===== src/design/equirect_bilinear_sampler_macros.svh =====
// Assertion macros for the equirectangular sampler.
// Used by the top level; expects signals named clock and reset in scope.
`ifndef EQUIRECT_BILINEAR_SAMPLER_MACROS_SVH
`define EQUIRECT_BILINEAR_SAMPLER_MACROS_SVH
`ifndef SYNTHESIS
`define EBS_ASSERT_IMPL(label, trig, cond) \
   label: assert property (@(posedge clock) disable iff (reset) (trig) |-> (cond)) \
      else $error("ebs check failed");
`define EBS_ASSERT_NEXT(label, trig, cond) \
   label: assert property (@(posedge clock) disable iff (reset) (trig) |=> (cond)) \
      else $error("ebs check failed");
`else
`define EBS_ASSERT_IMPL(label, trig, cond)
`define EBS_ASSERT_NEXT(label, trig, cond)
`endif
`endif


===== src/design/ebs_pkg.sv =====
// Shared types and constants of the equirectangular bilinear sampler.
// No dependencies; imported by every module of the block except ebs_ram.
`timescale 1ns / 1ps
package ebs_pkg;

   // map geometry
   localparam int MAX_WIDTH      = 512;
   localparam int MAX_HEIGHT     = 256;
   localparam int TEXEL_CHANNELS = 3;
   localparam int COL_W          = $clog2(MAX_WIDTH);
   localparam int ROW_W          = $clog2(MAX_HEIGHT);
   localparam int WSIZE_W        = $clog2(MAX_WIDTH + 1);
   localparam int HSIZE_W        = $clog2(MAX_HEIGHT + 1);
   localparam int BANK_AW        = (COL_W - 1) + (ROW_W - 1);

   // field widths
   localparam int CHAN_W     = 32;
   localparam int DIR_W      = 16;
   localparam int IN_COL_W   = 9;
   localparam int IN_ROW_W   = 8;
   localparam int CSR_IDX_W  = 1;
   localparam int CSR_DATA_W = 10;
   localparam int WREG_W     = 10;
   localparam int HREG_W     = 9;

   // register indexes
   localparam logic [CSR_IDX_W-1:0] CSR_MAP_WIDTH  = 1'b0;
   localparam logic [CSR_IDX_W-1:0] CSR_MAP_HEIGHT = 1'b1;

   // square root and CORDIC
   localparam int QBITS        = 14;
   localparam int ISQ_STEPS    = 15;
   localparam int ISQ_W        = 30;
   localparam int RADICAND_ONE = 1 << (2 * QBITS);
   localparam int CORD_IN_W    = DIR_W + 1;
   localparam int CORD_W       = 34;
   localparam int ANG_W        = 20;
   localparam int CORDIC_STEPS = 17;
   localparam int CORD_LAT     = CORDIC_STEPS + 1;

   localparam logic signed [DIR_W-1:0] ONE_Q14 = DIR_W'(1 << QBITS);
   localparam logic signed [ANG_W-1:0] ANG_PI  = ANG_W'(205887);

   // atan(2^-i) in radians, Q.16
   localparam logic signed [ANG_W-1:0] ATAN_TAB [CORDIC_STEPS] = '{
      ANG_W'(51472), ANG_W'(30386), ANG_W'(16055), ANG_W'(8150), ANG_W'(4091),
      ANG_W'(2047),  ANG_W'(1024),  ANG_W'(512),   ANG_W'(256),  ANG_W'(128),
      ANG_W'(64),    ANG_W'(32),    ANG_W'(16),    ANG_W'(8),    ANG_W'(4),
      ANG_W'(2),     ANG_W'(1)
   };

   // angle to unit coordinate
   localparam int UNIT_W  = 32;
   localparam int UT_W    = ANG_W + 17;
   localparam int U_SCALE = 10427;
   localparam int V_SCALE = 20860;

   // filter
   localparam int FRAC_W = 16;
   localparam int WT_W   = FRAC_W + 1;
   localparam int CW_W   = 2 * FRAC_W + 1;
   localparam int ACC_W  = 2 * CHAN_W;

   typedef logic [TEXEL_CHANNELS-1:0][CHAN_W-1:0] texel_type;

   typedef struct packed {
      logic                     func;
      logic [IN_COL_W-1:0]      texel_col;
      logic [IN_ROW_W-1:0]      texel_row;
      logic [CHAN_W-1:0]        in_red;
      logic [CHAN_W-1:0]        in_green;
      logic [CHAN_W-1:0]        in_blue;
      logic signed [DIR_W-1:0]  dir_x;
      logic signed [DIR_W-1:0]  dir_y;
      logic signed [DIR_W-1:0]  dir_z;
   } req_type;

   typedef struct packed {
      logic [CHAN_W-1:0] out_red;
      logic [CHAN_W-1:0] out_green;
      logic [CHAN_W-1:0] out_blue;
   } rsp_type;

   // what a transaction carries beside the angle math
   typedef struct packed {
      logic                func;
      logic [IN_COL_W-1:0] col;
      logic [IN_ROW_W-1:0] row;
      texel_type           texel;
   } side_type;

   typedef struct packed {
      logic signed [DIR_W-1:0] x;
      logic signed [DIR_W-1:0] y;
      logic signed [DIR_W-1:0] z;
   } dir_type;

endpackage


===== src/design/ebs_cordic.sv =====
// Pipelined vectoring CORDIC: atan2(num, den) in radians Q.16.
// One setup stage plus one stage per iteration; depends on ebs_pkg.
`timescale 1ns / 1ps
module ebs_cordic import ebs_pkg::*; (
   input  logic                        clock,
   input  logic                        advance,
   input  logic signed [CORD_IN_W-1:0] num,
   input  logic signed [CORD_IN_W-1:0] den,
   output logic signed [ANG_W-1:0]     angle
);

   logic signed [CORD_W-1:0] p_in   [CORD_LAT];
   logic signed [CORD_W-1:0] q_in   [CORD_LAT];
   logic signed [ANG_W-1:0]  ang_in [CORD_LAT];
   logic                     zero_in[CORD_LAT];
   logic signed [CORD_W-1:0] p_ff   [CORD_LAT];
   logic signed [CORD_W-1:0] q_ff   [CORD_LAT];
   logic signed [ANG_W-1:0]  ang_ff [CORD_LAT];
   logic                     zero_ff[CORD_LAT];
   logic signed [CORD_W-1:0] num_ext;
   logic signed [CORD_W-1:0] den_ext;

   assign num_ext = CORD_W'(num);
   assign den_ext = CORD_W'(den);

   always_comb begin
      // setup: fold negative den into the right half plane
      zero_in[0] = (num == '0) && (den == '0);
      if (den < 0) begin
         p_in[0]   = (-den_ext) <<< QBITS;
         q_in[0]   = (-num_ext) <<< QBITS;
         ang_in[0] = (num >= 0) ? ANG_PI : -ANG_PI;
      end else begin
         p_in[0]   = den_ext <<< QBITS;
         q_in[0]   = num_ext <<< QBITS;
         ang_in[0] = '0;
      end
      // iterations: drive q toward zero
      for (int s = 1; s < CORD_LAT; s++) begin
         zero_in[s] = zero_ff[s-1];
         if (!q_ff[s-1][CORD_W-1]) begin
            p_in[s]   = p_ff[s-1] + (q_ff[s-1] >>> (s - 1));
            q_in[s]   = q_ff[s-1] - (p_ff[s-1] >>> (s - 1));
            ang_in[s] = ang_ff[s-1] + ATAN_TAB[s-1];
         end else begin
            p_in[s]   = p_ff[s-1] - (q_ff[s-1] >>> (s - 1));
            q_in[s]   = q_ff[s-1] + (p_ff[s-1] >>> (s - 1));
            ang_in[s] = ang_ff[s-1] - ATAN_TAB[s-1];
         end
      end
   end

   always_ff @(posedge clock) begin
      if (advance) begin
         p_ff    <= p_in;
         q_ff    <= q_in;
         ang_ff  <= ang_in;
         zero_ff <= zero_in;
      end
   end

   // zero vector gives angle zero
   assign angle = zero_ff[CORD_LAT-1] ? '0 : ang_ff[CORD_LAT-1];

endmodule


===== config.mk =====
export PLATFORM = sky130hd
export DESIGN_NAME = ebs_cordic
export DESIGN_NICKNAME = d
export VERILOG_FILES = /design/src/design/equirect_bilinear_sampler_macros.svh /design/src/design/ebs_pkg.sv /design/src/design/ebs_cordic.sv
export SDC_FILE = /design/constraint.sdc
export NUM_CORES = 2
export LEC_CHECK = 0
export ABC_CLOCK_PERIOD_IN_PS = 10800
export BUFFER_PORTS_ARGS = -buffer_cell sky130_fd_sc_hd__buf_2
export CAP_MARGIN = 10
export CORE_MARGIN = 3
export CORE_UTILIZATION = 34
export DETAILED_ROUTE_END_ITERATION = 10
export PLACE_DENSITY = 0.47
export SLEW_MARGIN = 20
export SYNTH_ARGS = -nofsm -noshare
export SYNTH_HDL_FRONTEND = slang
export SYNTH_SLANG_ARGS = --single-unit
export TNS_END_PERCENT = 10

===== constraint.sdc =====
create_clock -name clock -period 10.8 [get_ports clock]
set_clock_uncertainty 0.1 [all_clocks]
set_input_delay 1.08 -clock clock [delete_from_list [all_inputs] [get_ports clock]]
set_output_delay 1.08 -clock clock [all_outputs]
set_load 0.02 [all_outputs]

==> results.toml <==
[detailed_routing]
vias_per_cell = 5.31
routed_wirelength_mm = 303
drc = 0
num_vias = 80900
antenna_left = 0
drtIter0Drc = 5752
first_pass_iters = 6
wl_per_cell_um = 19.9

[global_routing]
grt_use_met3 = 0.0188
first_global_vias = 79000
antenna_found_initial = 12
grt_use_total = 0.186
grt_use_met1 = 0.257
busiest_layer = "met2"
grt_pass1_wl_mm = 467
use_met2 = 0.315
gr-total-overflow = 0
grt_max_degree = 161

[die]
die_x_um = 563
dieArea_um2 = 317000
die_h_um = 563
core_um2 = 307000
rows = 203
start_util = 0.343
boundaryPins = 56

[sta]
timing.final.crit_period_ns = 5.74
max_slew.worst_pin.slew_ns = 1.24
setup_viol = 0
timing.final.max_slew_violations = 0
rsz0062_at_grt = "no"
max_freq_mhz = 174
hold_viol = 0
fin_crit_sh = 0.531
setup_tns_ns = 0
max-slew-margin-rel = 0.168

[synthesis]
synthCells = 10900
syn_area_um2 = 106000
yosys.area_share.xor_xnor = 0.137
yosys-top-cells-area = "edfxtp_1 (37%), ha_1 (14%), xnor2_1 (9.0%), a21oi_1 (5.4%), xor2_1 (4.8%)"
synthAdderAreaFrac = 0.149
synthMuxAreaShare = 0.00517
netlist.area_leader.share = 0.370
synth.distinct_cells = 92
yosys_warnings = 0
ys_seq_area_frac = 0.370
ys_ff_latch = 1299
synth-compound-area-share = 0.179
synth_enable_flop_cells = 1299
yosys.area.top_type = "edfxtp_1"
synth-simple-area-share = 0.133
async_reset_ff_frac = 0
synth_top_family_by_area = "compound AO/OA/AOI/OAI gates"
avgSynthCellArea_um2 = 9.65
ys.flop_type = "edfxtp_1"

[clock_network]
cts_buffers = 168
post_cts_resized = 0
clk_pin_slew_worst_paths_ns = 0.06
cts_tree = "done"
htree_levels = 4
cts_sinks = 1299
post_cts_buffers = 0
ctsHoldBuffers = 0
cts.path.max_buffers = 4
clk_latency_ns = 0.84
root_buffer = "clkbuf_16"

[critical_path]
crit_end = "q_ff[134]$_DFFE_PP_"
crit_type = "reg2reg"
crit_path_end_kind = "flip-flop"
required_ns = 11.29
cp_cell_sequence = "buf_4 -> mux2_2 -> fa_1 -> a21o_1 -> a21oi_1 -> o21ai_1 -> a2111oi_1 -> nor3_1 -> nor4b_1 -> o31ai_1 -> nand4_1 -> o211a_1 -> o21ai_1 -> a21oi_1 -> xnor2_1"
cp-start-kind = "flip-flop"
worst-path-max-fanout = 41
worst_r2r_path_depth = 15
cpMaxStageDelayCell = "a2111oi_1"
cp_slowest_stage_delay_ns = 0.91
worstSetupStartpoint = "q_ff[169]$_DFFE_PP_"
r2r_setup_slack_ns = 5.06
cp.arrival_ns = 6.23
r2r_start = "q_ff[169]$_DFFE_PP_"
reg2reg_to = "q_ff[134]$_DFFE_PP_"

[placed_design]
io_buffers = 55
gp_congestion = 0.889
hpwl_mm = 244

[layout]
nNetsFinal = 12300
drive_gt1_frac = 0.0388
area_growth_pct = 10.0

[flow_run]
cap_viol_max_count = 0

[status]
status = "completed"

[hold_path]
hold_class = "reg2reg"
layout make-up:
class	count	area, um2
sequential	1299	39000
antenna	3	7.51
clock buffer	197	4400
inverter	559	2100
timing repair buffer	94	668
fill	30600	191000
multi-input combinational	8891	63700
clock inverter	106	1060
tap	4100	5130
cell families after synthesis:
kind of cell             after synthesis
adder cells (fa/ha/maj)             1232
flip-flops                          1299
multiplexers                          51
other                                  1
AND/OR/NAND/NOR                     2931
AO/OA/AOI/OAI                       3018
XOR/XNOR                            1656
buffers and inverters                749
layer usage:
layer / vias to the layer above / wire [um]
met3: 319 / 12400
met5: - / 20
met4: 2 / 6040
met1: 38900 / 143000
li1: 40200 / -
met2: 1550 / 142000
state kept, by name, summed over array words and instances, names as in the netlist:
| name | flops |
|---|---|
| ang_ff | 340 |
| p_ff | 461 |
| zero_ff | 18 |
| q_ff | 480 |
stage by stage:
| stage | cells | hold WS [ns] | worst slack [ns] | utilization | instance area [um2] |
|---|---|---|---|---|---|
| final | 15200 | 0.313 | 5.06 | 0.378 | 116000 |
| after global routing | 15200 | 0.310 | 4.59 | 0.378 | 116000 |
| after CTS | 15200 | 0.266 | 4.94 | 0.378 | 116000 |
| after detailed placement | 14900 | 0.305 | 4.96 | 0.360 | 111000 |
| after global placement | 14900 | 0.300 | 4.94 | 0.360 | 111000 |
| after floorplan | 10900 | 0.300 | 5.90 | - | 106000 |
cell usage after synthesis, types with 173 or more instances:
cell type and n:
edfxtp_1 1299, o21ai_0 382, nor3_1 301, nor2b_1 222, xor2_1 573, o21bai_1 173
nand2_1 513, nor2_1 1087, a21oi_1 1140, ha_1 1189, xnor2_1 1083, a21o_1 462
inv_1 551
cell usage in the layout, fill, tap and decap left out, types with 101 or more instances in the layout:
cell type,n
a31oi_1,101
nor3_1,301
o21a_1,139
inv_1,551
o21ai_1,127
ha_1,1189
nand2b_1,154
xnor2_1,1082
edfxtp_1,1299
o21ai_0,382
nor2b_1,222
nor2_1,1087
nand2_1,513
nand3_1,141
a21oi_1,1140
clkbuf_16,172
xor2_1,573
o21bai_1,173
a21o_1,462
worst min path at each step:
| stage | from | depth (start not counted) | to |
|---|---|---|---|
| after floorplan | ang_ff[120]$_DFFE_PP_ | 0 | ang_ff[100]$_DFFE_PP_ |
| after global placement | zero_ff[16]$_DFFE_PP_ | 0 | zero_ff[15]$_DFFE_PP_ |
| after detailed placement | ang_ff[203]$_DFFE_PP_ | 0 | ang_ff[183]$_DFFE_PP_ |
| after CTS | den[0] | 1 | p_ff[592]$_DFFE_PP_ |
| after global routing | den[0] | 1 | p_ff[592]$_DFFE_PP_ |
| final | ang_ff[81]$_DFFE_PP_ | 0 | ang_ff[61]$_DFFE_PP_ |
worst max-delay path: cells and delay by family, from the launching register on:
kind                       cells  cell delay (ns)
and+or+nand+nor                3             0.94
adders and majority gates      1             0.45
muxes                          1             0.43
DFF                            1             0.66
AOI/OAI and AO/OA              8             2.28
xor gates and xnor gates       1             0.07
buffers and inverters          1             0.52
Power is left out: the tool's default activity adds up to more than one toggle a clock period on the data nets, which glitch-free logic cannot reach.
