--- src/design/equirect_bilinear_sampler_macros.svh ---
// Assertion macros for the equirectangular sampler.
// Used by the top level; expects signals named clock and reset in scope.
`ifndef EQUIRECT_BILINEAR_SAMPLER_MACROS_SVH
`define EQUIRECT_BILINEAR_SAMPLER_MACROS_SVH
`ifndef SYNTHESIS
`define EBS_ASSERT_IMPL(label, trig, cond) \
   label: assert property (@(posedge clock) disable iff (reset) (trig) |-> (cond)) \
      else $error("ebs check failed");
`define EBS_ASSERT_NEXT(label, trig, cond) \
   label: assert property (@(posedge clock) disable iff (reset) (trig) |=> (cond)) \
      else $error("ebs check failed");
`else
`define EBS_ASSERT_IMPL(label, trig, cond)
`define EBS_ASSERT_NEXT(label, trig, cond)
`endif
`endif

--- src/design/ebs_pkg.sv ---
// Shared types and constants of the equirectangular bilinear sampler.
// No dependencies; imported by every module of the block except ebs_ram.
`timescale 1ns / 1ps
package ebs_pkg;

   // map geometry
   localparam int MAX_WIDTH      = 512;
   localparam int MAX_HEIGHT     = 256;
   localparam int TEXEL_CHANNELS = 3;
   localparam int COL_W          = $clog2(MAX_WIDTH);
   localparam int ROW_W          = $clog2(MAX_HEIGHT);
   localparam int WSIZE_W        = $clog2(MAX_WIDTH + 1);
   localparam int HSIZE_W        = $clog2(MAX_HEIGHT + 1);
   localparam int BANK_AW        = (COL_W - 1) + (ROW_W - 1);

   // field widths
   localparam int CHAN_W     = 32;
   localparam int DIR_W      = 16;
   localparam int IN_COL_W   = 9;
   localparam int IN_ROW_W   = 8;
   localparam int CSR_IDX_W  = 1;
   localparam int CSR_DATA_W = 10;
   localparam int WREG_W     = 10;
   localparam int HREG_W     = 9;

   // register indexes
   localparam logic [CSR_IDX_W-1:0] CSR_MAP_WIDTH  = 1'b0;
   localparam logic [CSR_IDX_W-1:0] CSR_MAP_HEIGHT = 1'b1;

   // square root and CORDIC
   localparam int QBITS        = 14;
   localparam int ISQ_STEPS    = 15;
   localparam int ISQ_W        = 30;
   localparam int RADICAND_ONE = 1 << (2 * QBITS);
   localparam int CORD_IN_W    = DIR_W + 1;
   localparam int CORD_W       = 34;
   localparam int ANG_W        = 20;
   localparam int CORDIC_STEPS = 17;
   localparam int CORD_LAT     = CORDIC_STEPS + 1;

   localparam logic signed [DIR_W-1:0] ONE_Q14 = DIR_W'(1 << QBITS);
   localparam logic signed [ANG_W-1:0] ANG_PI  = ANG_W'(205887);

   // atan(2^-i) in radians, Q.16
   localparam logic signed [ANG_W-1:0] ATAN_TAB [CORDIC_STEPS] = '{
      ANG_W'(51472), ANG_W'(30386), ANG_W'(16055), ANG_W'(8150), ANG_W'(4091),
      ANG_W'(2047),  ANG_W'(1024),  ANG_W'(512),   ANG_W'(256),  ANG_W'(128),
      ANG_W'(64),    ANG_W'(32),    ANG_W'(16),    ANG_W'(8),    ANG_W'(4),
      ANG_W'(2),     ANG_W'(1)
   };

   // angle to unit coordinate
   localparam int UNIT_W  = 32;
   localparam int UT_W    = ANG_W + 17;
   localparam int U_SCALE = 10427;
   localparam int V_SCALE = 20860;

   // filter
   localparam int FRAC_W = 16;
   localparam int WT_W   = FRAC_W + 1;
   localparam int CW_W   = 2 * FRAC_W + 1;
   localparam int ACC_W  = 2 * CHAN_W;

   typedef logic [TEXEL_CHANNELS-1:0][CHAN_W-1:0] texel_type;

   typedef struct packed {
      logic                     func;
      logic [IN_COL_W-1:0]      texel_col;
      logic [IN_ROW_W-1:0]      texel_row;
      logic [CHAN_W-1:0]        in_red;
      logic [CHAN_W-1:0]        in_green;
      logic [CHAN_W-1:0]        in_blue;
      logic signed [DIR_W-1:0]  dir_x;
      logic signed [DIR_W-1:0]  dir_y;
      logic signed [DIR_W-1:0]  dir_z;
   } req_type;

   typedef struct packed {
      logic [CHAN_W-1:0] out_red;
      logic [CHAN_W-1:0] out_green;
      logic [CHAN_W-1:0] out_blue;
   } rsp_type;

   // what a transaction carries beside the angle math
   typedef struct packed {
      logic                func;
      logic [IN_COL_W-1:0] col;
      logic [IN_ROW_W-1:0] row;
      texel_type           texel;
   } side_type;

   typedef struct packed {
      logic signed [DIR_W-1:0] x;
      logic signed [DIR_W-1:0] y;
      logic signed [DIR_W-1:0] z;
   } dir_type;

endpackage

--- src/design/ebs_isqrt.sv ---
// Pipelined floor integer square root, two radicand bits per stage.
// Depends on ebs_pkg.
`timescale 1ns / 1ps
module ebs_isqrt import ebs_pkg::*; (
   input  logic             clock,
   input  logic             advance,
   input  logic [ISQ_W-1:0] radicand,
   output logic [ISQ_W-1:0] root
);

   logic [ISQ_W-1:0] rem_src  [ISQ_STEPS];
   logic [ISQ_W-1:0] root_src [ISQ_STEPS];
   logic [ISQ_W-1:0] trial    [ISQ_STEPS];
   logic [ISQ_W-1:0] rem_in   [ISQ_STEPS];
   logic [ISQ_W-1:0] root_in  [ISQ_STEPS];
   logic [ISQ_W-1:0] rem_ff   [ISQ_STEPS];
   logic [ISQ_W-1:0] root_ff  [ISQ_STEPS];

   // stage inputs: first stage from the port, others from the previous stage
   assign rem_src[0]  = radicand;
   assign root_src[0] = '0;
   for (genvar k = 1; k < ISQ_STEPS; k++) begin : g_src
      assign rem_src[k]  = rem_ff[k-1];
      assign root_src[k] = root_ff[k-1];
   end

   // one digit per stage, test bit walks down by two places
   always_comb begin
      for (int k = 0; k < ISQ_STEPS; k++) begin
         trial[k] = root_src[k] + (ISQ_W'(1) << (2 * (ISQ_STEPS - 1 - k)));
         if (rem_src[k] >= trial[k]) begin
            rem_in[k]  = rem_src[k] - trial[k];
            root_in[k] = (root_src[k] >> 1) + (ISQ_W'(1) << (2 * (ISQ_STEPS - 1 - k)));
         end else begin
            rem_in[k]  = rem_src[k];
            root_in[k] = root_src[k] >> 1;
         end
      end
   end

   always_ff @(posedge clock) begin
      if (advance) begin
         rem_ff  <= rem_in;
         root_ff <= root_in;
      end
   end

   assign root = root_ff[ISQ_STEPS-1];

endmodule

--- config.mk ---
export PLATFORM = sky130hd
export DESIGN_NAME = ebs_isqrt
export DESIGN_NICKNAME = d
export VERILOG_FILES = /design/src/design/equirect_bilinear_sampler_macros.svh /design/src/design/ebs_pkg.sv /design/src/design/ebs_isqrt.sv
export SDC_FILE = /design/constraint.sdc
export NUM_CORES = 1
export LEC_CHECK = 0
export ABC_CLOCK_PERIOD_IN_PS = 3800
export BUFFER_PORTS_ARGS = -buffer_cell sky130_fd_sc_hd__buf_4
export CORE_ASPECT_RATIO = 0.6
export CORE_MARGIN = 2
export CORE_UTILIZATION = 40
export CTS_CLUSTER_SIZE = 40
export DETAILED_ROUTE_END_ITERATION = 8
export PLACE_DENSITY = 0.6
export SLEW_MARGIN = 20
export SYNTH_ARGS = -nofsm -noshare
export SYNTH_HDL_FRONTEND = slang
export SYNTH_SLANG_ARGS = --single-unit
--- constraint.sdc ---
create_clock -name clock -period 3.8 [get_ports clock]
set_input_delay 0.57 -clock clock [delete_from_list [all_inputs] [get_ports clock]]
set_output_delay 0.57 -clock clock [all_outputs]
set_load 0.005 [all_outputs]
==> results of run 1 <==
## layout by cell type, fill, tap and decap left out, types with 23 or more instances in the layout
| cell type | netlist | final |
|---|---|---|
| edfxtp_1 | 540 | 540 |
| ha_1 | 131 | 131 |
| nand2_1 | 104 | 104 |
| a21oi_1 | 128 | 128 |
| inv_1 | 156 | 156 |
| buf_4 | 30 | 69 |
| nor3_1 | 51 | 51 |
| mux2_2 | 23 | 23 |
| nand3_1 | 25 | 25 |
| nor4_1 | 56 | 56 |
| o21a_1 | 23 | 23 |
| xnor2_1 | 99 | 99 |
| clkbuf_16 | 0 | 53 |
| o21ai_0 | 68 | 68 |
| xor2_1 | 67 | 67 |
| a21o_1 | 28 | 28 |
| nor2_1 | 153 | 153 |
## layout make-up
cell class / instances / area, sq um
clock buffers: 59 / 1350
clock inverters: 38 / 468
fillers: 5540 / 34100
inverters: 157 / 589
multi-input cells: 1236 / 8470
flip-flops and latches: 540 / 16200
well taps: 839 / 1050
repair buffers: 77 / 673
## through the flow
stage	hold WS, ns	area [sq um]
after detailed placement	0.433	27000
after global placement	0.428	27000
after global routing	0.115	28800
final	0.153	28800
after CTS	0.120	28800
after floorplan	0.417	25600
## final timing paths
check                               end                   from  cells after the start  slack, ns
setup / recovery   rem_ff[39]$_DFFE_PP_   rem_ff[71]$_DFFE_PP_                      8       0.46
hold / removal    rem_ff[431]$_DFFE_PP_           radicand[11]                      1       0.15
setup reg to reg   rem_ff[39]$_DFFE_PP_   rem_ff[71]$_DFFE_PP_                      8       0.46
hold reg to reg   rem_ff[159]$_DFFE_PP_  rem_ff[189]$_DFFE_PP_                      0       0.43
## metal layers
layer,GRT usage (%),vias up
met3,5.14,73
met2,20.7,501
met5,0,-
met4,3.13,0
met1,28.7,7575
li1,-,7503
## report_power, final
part	switching [mW]	total, mW	internal, mW
clock	2.29	5.47	3.19
combinational	1.54	2.72	1.17
sequential	0.560	8.05	7.49
## registers in the layout (all words and copies together) (netlist names)
signal,cells
rem_ff,420
root,15
root_ff,105
## kinds of logic (layout without fill, tap and decap cells)
family	count (synthesis)	count (layout)	synth area share [%]
XOR/XNOR	166	166	5.69
other	1	15	0.0147
adder cells (fa/ha/maj)	131	131	6.41
AO/OA/AOI/OAI	346	346	8.43
AND/OR/NAND/NOR	550	550	11.1
flip-flops	540	540	63.5
multiplexers	28	28	1.23
buffers and inverters	216	331	3.66
==> results.py, run 1 <==
metrics = {
    "global_routing": {
        "grt.total_usage_pct": 17.1,
        "grt_max_degree": 83,
        "overflow": 0,
        "antenna_found_initial": 2,
        "grt_pass1_vias": 14800,
        "grt_first_pass_wirelength_um": 86600,
    },
    "floorplan": {
        "core_sq_mm": 0.0629,
        "dieArea_sq_mm": 0.0660,
        "ios": 62,
        "std_cell_rows": 71,
        "start_util_pct": 40.6,
        "die_height_um": 200,
        "die_x_um": 330,
    },
    "cts": {
        "cts_setup_buffers": 0,
        "cts-buffers-inserted": 52,
        "holdBufCountCts": 0,
        "cts.sinks": 540,
        "h-tree-depth": 2,
        "cts_buffer_depth": 3,
        "clk_pin_slew_ns": 0.07,
        "cts_tree": "yes",
        "ctsResizeCount": 0,
        "clock_latency_ns": 0.60,
        "ctsRootBufferMaster": "clkbuf_16",
    },
    "sta": {
        "fin_ws_ns": 0.464,
        "fin_skew_ns": 0.0319,
        "worst_pin_slew_ns": 0.926,
        "grt_setup_unrepaired": "no",
        "relSlewSlack_pct": 37.7,
        "fin_setup_tns_ns": 0,
        "maxSlewViolCount": 0,
        "setup_viol": 0,
        "final.period_utilization_pct": 87.8,
        "hold_viol": 0,
        "fmax_ghz": 0.300,
        "fin_crit_ns": 3.34,
    },
    "status": {
        "status": "finished with violations",
        "failed_checks": "design-rule violations",
    },
    "detailed_routing": {
        "drc": 1,
        "drtPass1Iterations": 8,
        "drt-wirelength-per-cell_um": 19.0,
        "drtIter0Drc": 1539,
        "wl_met1_um": 30300,
        "highest_layer": "met4",
        "via_count": 15700,
        "antenna_left": 0,
        "met2_length_um": 19600,
        "drt_wl_total_um": 55900,
        "route.met3.wl_um": 5190,
        "viasPerCell": 5.31,
    },
    "worst_setup_path": {
        "cp_num_buf_inv": 1,
        "crit_fanout": 23,
        "setup.worst_path.class": "reg2reg",
        "worstPathArrival_ns": 3.69,
        "slowest_delay_ns": 0.65,
        "worst_setup_path_end_kind": "register",
        "cpMostUsedCell": "a211o_1",
        "cp_cell_sequence": "ha_1 > nand2_1 > or4b_2 > nor3_1 > a211o_1 > a211o_1 > buf_4 > mux2_2",
        "required_ns": 4.15,
        "slowest_stage": "or4b_2",
        "startpoint_type": "register",
        "path_delay_family": "simple AND/OR/NAND/NOR gates",
    },
    "placed_design": {
        "placedCellCount": 2849,
        "portBuffers": 46,
        "dp_hpwl_um": 41100,
        "place_congestion": 0.915,
        "place_worst_setup_slack_ns": 0.516,
    },
    "cells_and_area": {
        "antenna_cells": 0,
        "syn_to_final_growth_pct": 12.8,
        "drive_above_1_share_pct": 9.68,
        "fin_nets": 2227,
        "final_core_util_pct": 45.8,
        "fin_cells": 2946,
    },
    "yosys": {
        "synthTopCellsByCount": "edfxtp_1 (540), inv_1 (156), nor2_1 (153)",
        "ys_top_cells_by_area": "edfxtp_1 (63%), ha_1 (6.4%), xnor2_1 (3.4%)",
        "yosysSeqAreaShare_pct": 63.5,
        "syn_avg_cell_area_sq_um": 12.9,
        "synthFlopType": "edfxtp_1",
        "async_flop_share_pct": 0,
        "ys.warnings.count": 0,
        "synth-edff-count": 540,
        "yosysMostFrequentCell": "edfxtp_1",
        "syn_area_sq_mm": 0.0256,
        "ys_types": 70,
        "synth_top_area_cell": "edfxtp_1",
        "syn-instance-count": 1978,
        "ys_ff_latch": 540,
        "netlist.area_leader.share_pct": 63.5,
    },
    "power": {
        "total_power_mw": 16.2,
        "power.leakage_nw": 10.9,
        "p_per_area_mw_per_mm2": 563,
        "irDropWorstVdd_mv": 0.301,
    },
    "flow_run": {
        "drv_cap": 0,
    },
    "min_path": {
        "hold_class": "in2reg",
    },
}
(Power assumes the default switching activity.)
==> run 2, diff against run 1 <==
CELL_PAD_IN_SITES_DETAIL_PLACEMENT = 1   (was not set)
CELL_PAD_IN_SITES_GLOBAL_PLACEMENT = 1   (was not set)
CORE_UTILIZATION = 50   (was 40)
PLACE_DENSITY = 0.82   (was 0.6)
==> run 2 against run 1 <==
Effect of this change:
- the run now ends clean
- sequential power increased by 0.9%
- first-iteration DRC count increased by 13%
- highest routed layer is now met5
- largest cell class unchanged
- global-route usage increased by 9.3 points
- critical endpoint is now rem_ff[56]$_DFFE_PP_
- critical path depth unchanged
- routed wire length increased by 23%
==> results.py, run 2 (same netlist as run 1, synthesis figures left out) <==
metrics = {
    "cells_and_area": {
        "regMostFlops": "rem_ff",
        "drive_above_1_share_pct": 8.87,
        "fill_cells": 5105,
        "antenna_cells": 0,
        "largest_register_ffs": 420,
        "syn_to_final_growth_pct": 10.7,
        "layout_common_cells": "edfxtp_1 (540), inv_1 (156), nor2_1 (153)",
        "fin_nets": 2221,
        "layout_commonest_cell": "edfxtp_1",
    },
    "sta": {
        "fin_crit_ns": 3.62,
        "fmax_ghz": 0.276,
        "grt_setup_unrepaired": "no",
        "hold_viol": 0,
        "maxSlewViolCount": 0,
        "finalHoldWorstSlack_ns": 0.146,
        "relSlewSlack_pct": 38.8,
        "fin_skew_ns": 0.0262,
        "final.period_utilization_pct": 95.3,
        "setup_viol": 0,
        "worst_pin_slew_ns": 0.905,
        "fin_setup_tns_ns": 0,
    },
    "cts": {
        "cts-buffers-inserted": 50,
        "h-tree-depth": 2,
        "ctsResizeCount": 0,
        "holdBufCountCts": 0,
        "cts.sinks": 540,
        "clk_pin_slew_ns": 0.07,
        "cts_tree": "yes",
        "clock_latency_ns": 0.60,
        "cts_setup_buffers": 0,
        "ctsRootBufferMaster": "clkbuf_16",
        "cts_buffer_depth": 3,
    },
    "global_routing": {
        "grt_pass1_vias": 17400,
        "overflow": 0,
        "antenna_found_initial": 4,
        "grt_first_pass_wirelength_um": 105000,
        "grt_max_degree": 80,
        "grt.total_usage_pct": 26.3,
    },
    "min_path": {
        "hold_start": "radicand[14]",
        "holdPathStages": 1,
        "hold_class": "in2reg",
        "hold_end": "rem_ff[434]$_DFFE_PP_",
    },
    "worst_setup_path": {
        "worstPathArrival_ns": 3.96,
        "worst_r2r_startpoint": "rem_ff[65]$_DFFE_PP_",
        "crit_fanout": 6,
        "worst_setup_path_end_kind": "register",
        "cp_num_buf_inv": 0,
        "slowest_delay_ns": 0.72,
        "startpoint_type": "register",
        "cp_cell_sequence": "ha_1 > nand4b_1 > or4b_2 > nor3_1 > a211oi_1 > a211oi_1 > nand3_1 > xnor2_1",
        "setup.worst_path.class": "reg2reg",
        "required_ns": 4.13,
        "r2r-end": "rem_ff[56]$_DFFE_PP_",
        "slowest_stage": "a211oi_1",
        "cpMostUsedCell": "a211oi_1",
        "reg2reg_slack_ns": 0.18,
        "r2r_cells": 8,
        "path_delay_family": "simple AND/OR/NAND/NOR gates",
    },
    "floorplan": {
        "ios": 62,
        "dieArea_sq_mm": 0.0530,
        "die_height_um": 179,
        "std_cell_rows": 64,
        "die_x_um": 296,
        "start_util_pct": 50.4,
        "core_sq_mm": 0.0507,
    },
    "flow_run": {
        "drv_cap": 0,
    },
    "placed_design": {
        "place_congestion": 0.927,
        "dp_hpwl_um": 49600,
        "portBuffers": 46,
    },
    "detailed_routing": {
        "viasPerCell": 6.01,
        "drt_wl_total_um": 68500,
        "drc": 0,
        "antenna_left": 0,
        "via_count": 16800,
        "drt-wirelength-per-cell_um": 24.6,
        "drtPass1Iterations": 5,
        "drtIter0Drc": 1744,
    },
    "power": {
        "p_per_area_mw_per_mm2": 560,
        "irDropWorstVdd_mv": 0.343,
        "total_power_mw": 15.8,
        "power.leakage_nw": 10.7,
    },
    "status": {
        "status": "finished, final reports clean",
    },
}
## run 2: changes by cell type in the layout (fill, tap and decap cells not counted), sizes merged
cell,previous run,this run
clkinv,26,21
buf,77,73
clkbuf,59,62
bufinv,9,2
inv,157,160
## run 2: cell type report
type                            instances  area, sq um  share of cell area, %
Clock buffer                           62         1320                   4.66
Tap cell                              693          867                   3.06
Inverter                              157          589                   2.08
Clock inverter                         29          215                  0.761
Sequential cell                       540        16200                   57.3
Timing Repair Buffer                   73          618                   2.18
Multi-Input combinational cell       1236         8470                   29.9
## run 2: through the flow
stage | setup WS (ns) | instances | util [%] | cell area [sq um]
after floorplan | 0.835 | 1992 | - | 25600
after global placement | 0.609 | 2699 | 52.8 | 26800
after detailed placement | 0.432 | 2699 | 52.8 | 26800
after CTS | 0.296 | 2790 | 55.8 | 28300
after global routing | 0.0464 | 2790 | 55.8 | 28300
final | 0.177 | 2790 | 55.8 | 28300
## run 2: how the worst max path moves through the flow
stage / start / end / slack (ns) / cells past startpoint
final: rem_ff[65]$_DFFE_PP_ / rem_ff[56]$_DFFE_PP_ / 0.18 / 8
after global routing: rem_ff[65]$_DFFE_PP_ / rem_ff[54]$_DFFE_PP_ / 0.05 / 8
after CTS: rem_ff[65]$_DFFE_PP_ / rem_ff[56]$_DFFE_PP_ / 0.30 / 8
after detailed placement: rem_ff[65]$_DFFE_PP_ / rem_ff[56]$_DFFE_PP_ / 0.43 / 8
after global placement: rem_ff[65]$_DFFE_PP_ / rem_ff[56]$_DFFE_PP_ / 0.61 / 8
after floorplan: rem_ff[232]$_DFFE_PP_ / rem_ff[200]$_DFFE_PP_ / 0.84 / 7
## run 2: power by group
part | switching [mW] | leakage [nW] | internal [mW]
clock | 2.26 | 0.746 | 2.61
combinational | 1.68 | 4.83 | 1.17
sequential | 0.627 | 5.17 | 7.49
## run 2: layer usage
layer  part of all wire [%]  vias up  GRT usage, %
met1                     45     8523          38.4
met3                    9.5      103          5.85
met4                    1.7        2          5.35
li1                       -     7454             -
met2                     44      686          40.6
met5                  0.018        -             0
==> run 3, diff against run 2 <==
ABC_CLOCK_PERIOD_IN_PS = 4200   (was 3800)
SETUP_SLACK_MARGIN = 0.3   (was not set)
clock period = 4.2 ns   (was 3.8 ns; I/O delays follow)
==> run 3 against run 2 <==
Effect of this change:
- cell count shrank 0.47%
- cell area shrank 0.18%
- routed wire length shrank 3.7%
- critical path depth grew 1
- worst hold slack gained 0.061 ns
- via count shrank 2.1%
- utilization shrank 0.10 points
- power shrank 9.8%
- non-clock buffer count shrank 11
- first-iteration DRC count shrank 6.8%
- register-to-register slack gained 0.33 ns
- largest cell class unchanged
==> results.py, run 3 (same netlist as run 1, synthesis figures left out) <==
metrics = {
    "status": {
        "status": "finished, final reports clean",
    },
    "cells_and_area": {
        "layout_commonest_cell": "edfxtp_1",
        "fin_nets": 2209,
        "final_core_util_pct": 55.7,
        "largest_register_ffs": 420,
        "final_cell_area_sq_mm": 0.0282,
        "syn_to_final_growth_pct": 10.5,
        "layout_common_cells": "edfxtp_1 (540), inv_1 (156), nor2_1 (153)",
        "regMostFlops": "rem_ff",
        "fill_cells": 5070,
        "drive_above_1_share_pct": 8.40,
    },
    "detailed_routing": {
        "drt_wl_total_um": 66000,
        "drtIter0Drc": 1626,
        "wl_met1_um": 30900,
        "drc": 0,
        "met2_length_um": 28200,
        "drt-wirelength-per-cell_um": 23.8,
        "drtPass1Iterations": 5,
        "route.met3.wl_um": 6000,
        "viasPerCell": 5.91,
        "highest_layer": "met5",
        "antenna_left": 0,
        "via_count": 16400,
    },
    "sta": {
        "fin_setup_tns_ns": 0,
        "final.period_utilization_pct": 87.9,
        "fin_ws_ns": 0.508,
        "finalHoldWorstSlack_ns": 0.207,
        "hold_viol": 0,
        "maxSlewViolCount": 0,
        "fin_crit_ns": 3.69,
        "fmax_ghz": 0.271,
        "relSlewSlack_pct": 27.4,
        "fin_skew_ns": 0.0342,
        "setup_viol": 0,
        "worst_pin_slew_ns": 1.08,
        "grt_setup_unrepaired": "no",
    },
    "cts": {
        "clk_pin_slew_ns": 0.07,
        "cts.sinks": 540,
        "holdBufCountCts": 0,
        "h-tree-depth": 2,
        "cts_setup_buffers": 0,
        "cts-buffers-inserted": 49,
        "ctsRootBufferMaster": "clkbuf_16",
        "ctsResizeCount": 0,
        "cts_buffer_depth": 3,
        "cts_tree": "yes",
        "clock_latency_ns": 0.60,
    },
    "worst_setup_path": {
        "crit_fanout": 10,
        "critPathLaunch": "root_ff[323]$_DFFE_PP_",
        "r2r-end": "rem_ff[295]$_DFFE_PP_",
        "startpoint_type": "register",
        "r2r_cells": 9,
        "worst_setup_path_end_kind": "register",
        "required_ns": 4.54,
        "setup.worst_path.class": "reg2reg",
        "worstPathArrival_ns": 4.04,
        "reg2reg_slack_ns": 0.51,
        "worst_r2r_startpoint": "root_ff[323]$_DFFE_PP_",
    },
    "min_path": {
        "holdPathStages": 1,
        "hold_class": "in2reg",
        "hold_start": "radicand[10]",
        "hold_end": "rem_ff[430]$_DFFE_PP_",
    },
    "placed_design": {
        "post_dp_cell_area_sq_mm": 0.0267,
        "dp_hpwl_um": 48600,
        "place_worst_setup_slack_ns": 0.814,
        "place_congestion": 0.928,
        "portBuffers": 46,
    },
    "global_routing": {
        "antenna_found_initial": 4,
        "overflow": 0,
        "grt_max_degree": 100,
        "grt.total_usage_pct": 25.3,
        "grt_pass1_vias": 17000,
        "grt_first_pass_wirelength_um": 101000,
    },
    "floorplan": {
        "std_cell_rows": 64,
        "ios": 62,
        "dieArea_sq_mm": 0.0530,
        "die_height_um": 179,
        "die_x_um": 296,
        "core_sq_mm": 0.0507,
        "start_util_pct": 50.4,
    },
    "power": {
        "irDropWorstVdd_mv": 0.313,
        "p_per_area_mw_per_mm2": 506,
        "power.leakage_nw": 10.7,
    },
    "flow_run": {
        "drv_cap": 0,
    },
}
run 3: changes by cell type in the layout (fill, tap and decap cells not counted), moves of 2 or more:
cell,change
nor4_1,-3
buf_4,-11
bufinv_16,+2
nor4_2,+3
clkbuf_16,-2
run 3: worst max path at each step:
stage | to | slack (ns)
after global routing | rem_ff[295]$_DFFE_PP_ | 0.48
after detailed placement | rem_ff[36]$_DFFE_PP_ | 0.81
after floorplan | rem_ff[200]$_DFFE_PP_ | 1.24
final | rem_ff[295]$_DFFE_PP_ | 0.51
after CTS | rem_ff[295]$_DFFE_PP_ | 0.61
after global placement | rem_ff[261]$_DFFE_PP_ | 0.91
run 3: final cells by class:
cell class              instances  area [sq um]  share of cell area (%)
flip-flops and latches        540         16200                    57.4
multi-input cells            1236          8490                    30.1
clock buffers                  61          1270                    4.50
well taps                     693           867                    3.07
inverters                     157           589                    2.09
repair buffers                 62           536                    1.90
clock inverters                27           272                   0.961
diodes                          1          2.50                 0.00886
run 3: metal layers:
layer | GRT usage (%) | up-vias
li1 | - | 7431
met1 | 38.1 | 8265
met2 | 38.0 | 623
met3 | 5.34 | 87
met4 | 4.67 | 2
met5 | 0 | -
run 3: where the power goes:
part | switching [mW] | internal, mW | leakage [nW]
clock | 2.01 | 2.41 | 0.748
combinational | 1.47 | 1.05 | 4.77
sequential | 0.565 | 6.78 | 5.17
total | 4.05 | 10.2 | 10.7
run 3: metrics by stage:
stage	power [mW]	std cells
after floorplan	8.91	1992
after global placement	9.68	2688
after detailed placement	9.88	2688
after CTS	14.3	2776
after global routing	14.8	2776
final	14.3	2777
run 3: worst max-delay path, stage by stage (launching register included):
cell,delay (ns)
edfxtp_1,0.41
inv_1,0.11
ha_1,0.46
nor4b_1,0.77
a41oi_1,0.43
nor3b_1,0.27
and3b_1,0.28
inv_2,0.23
nand2_1,0.11
mux2i_1,0.37
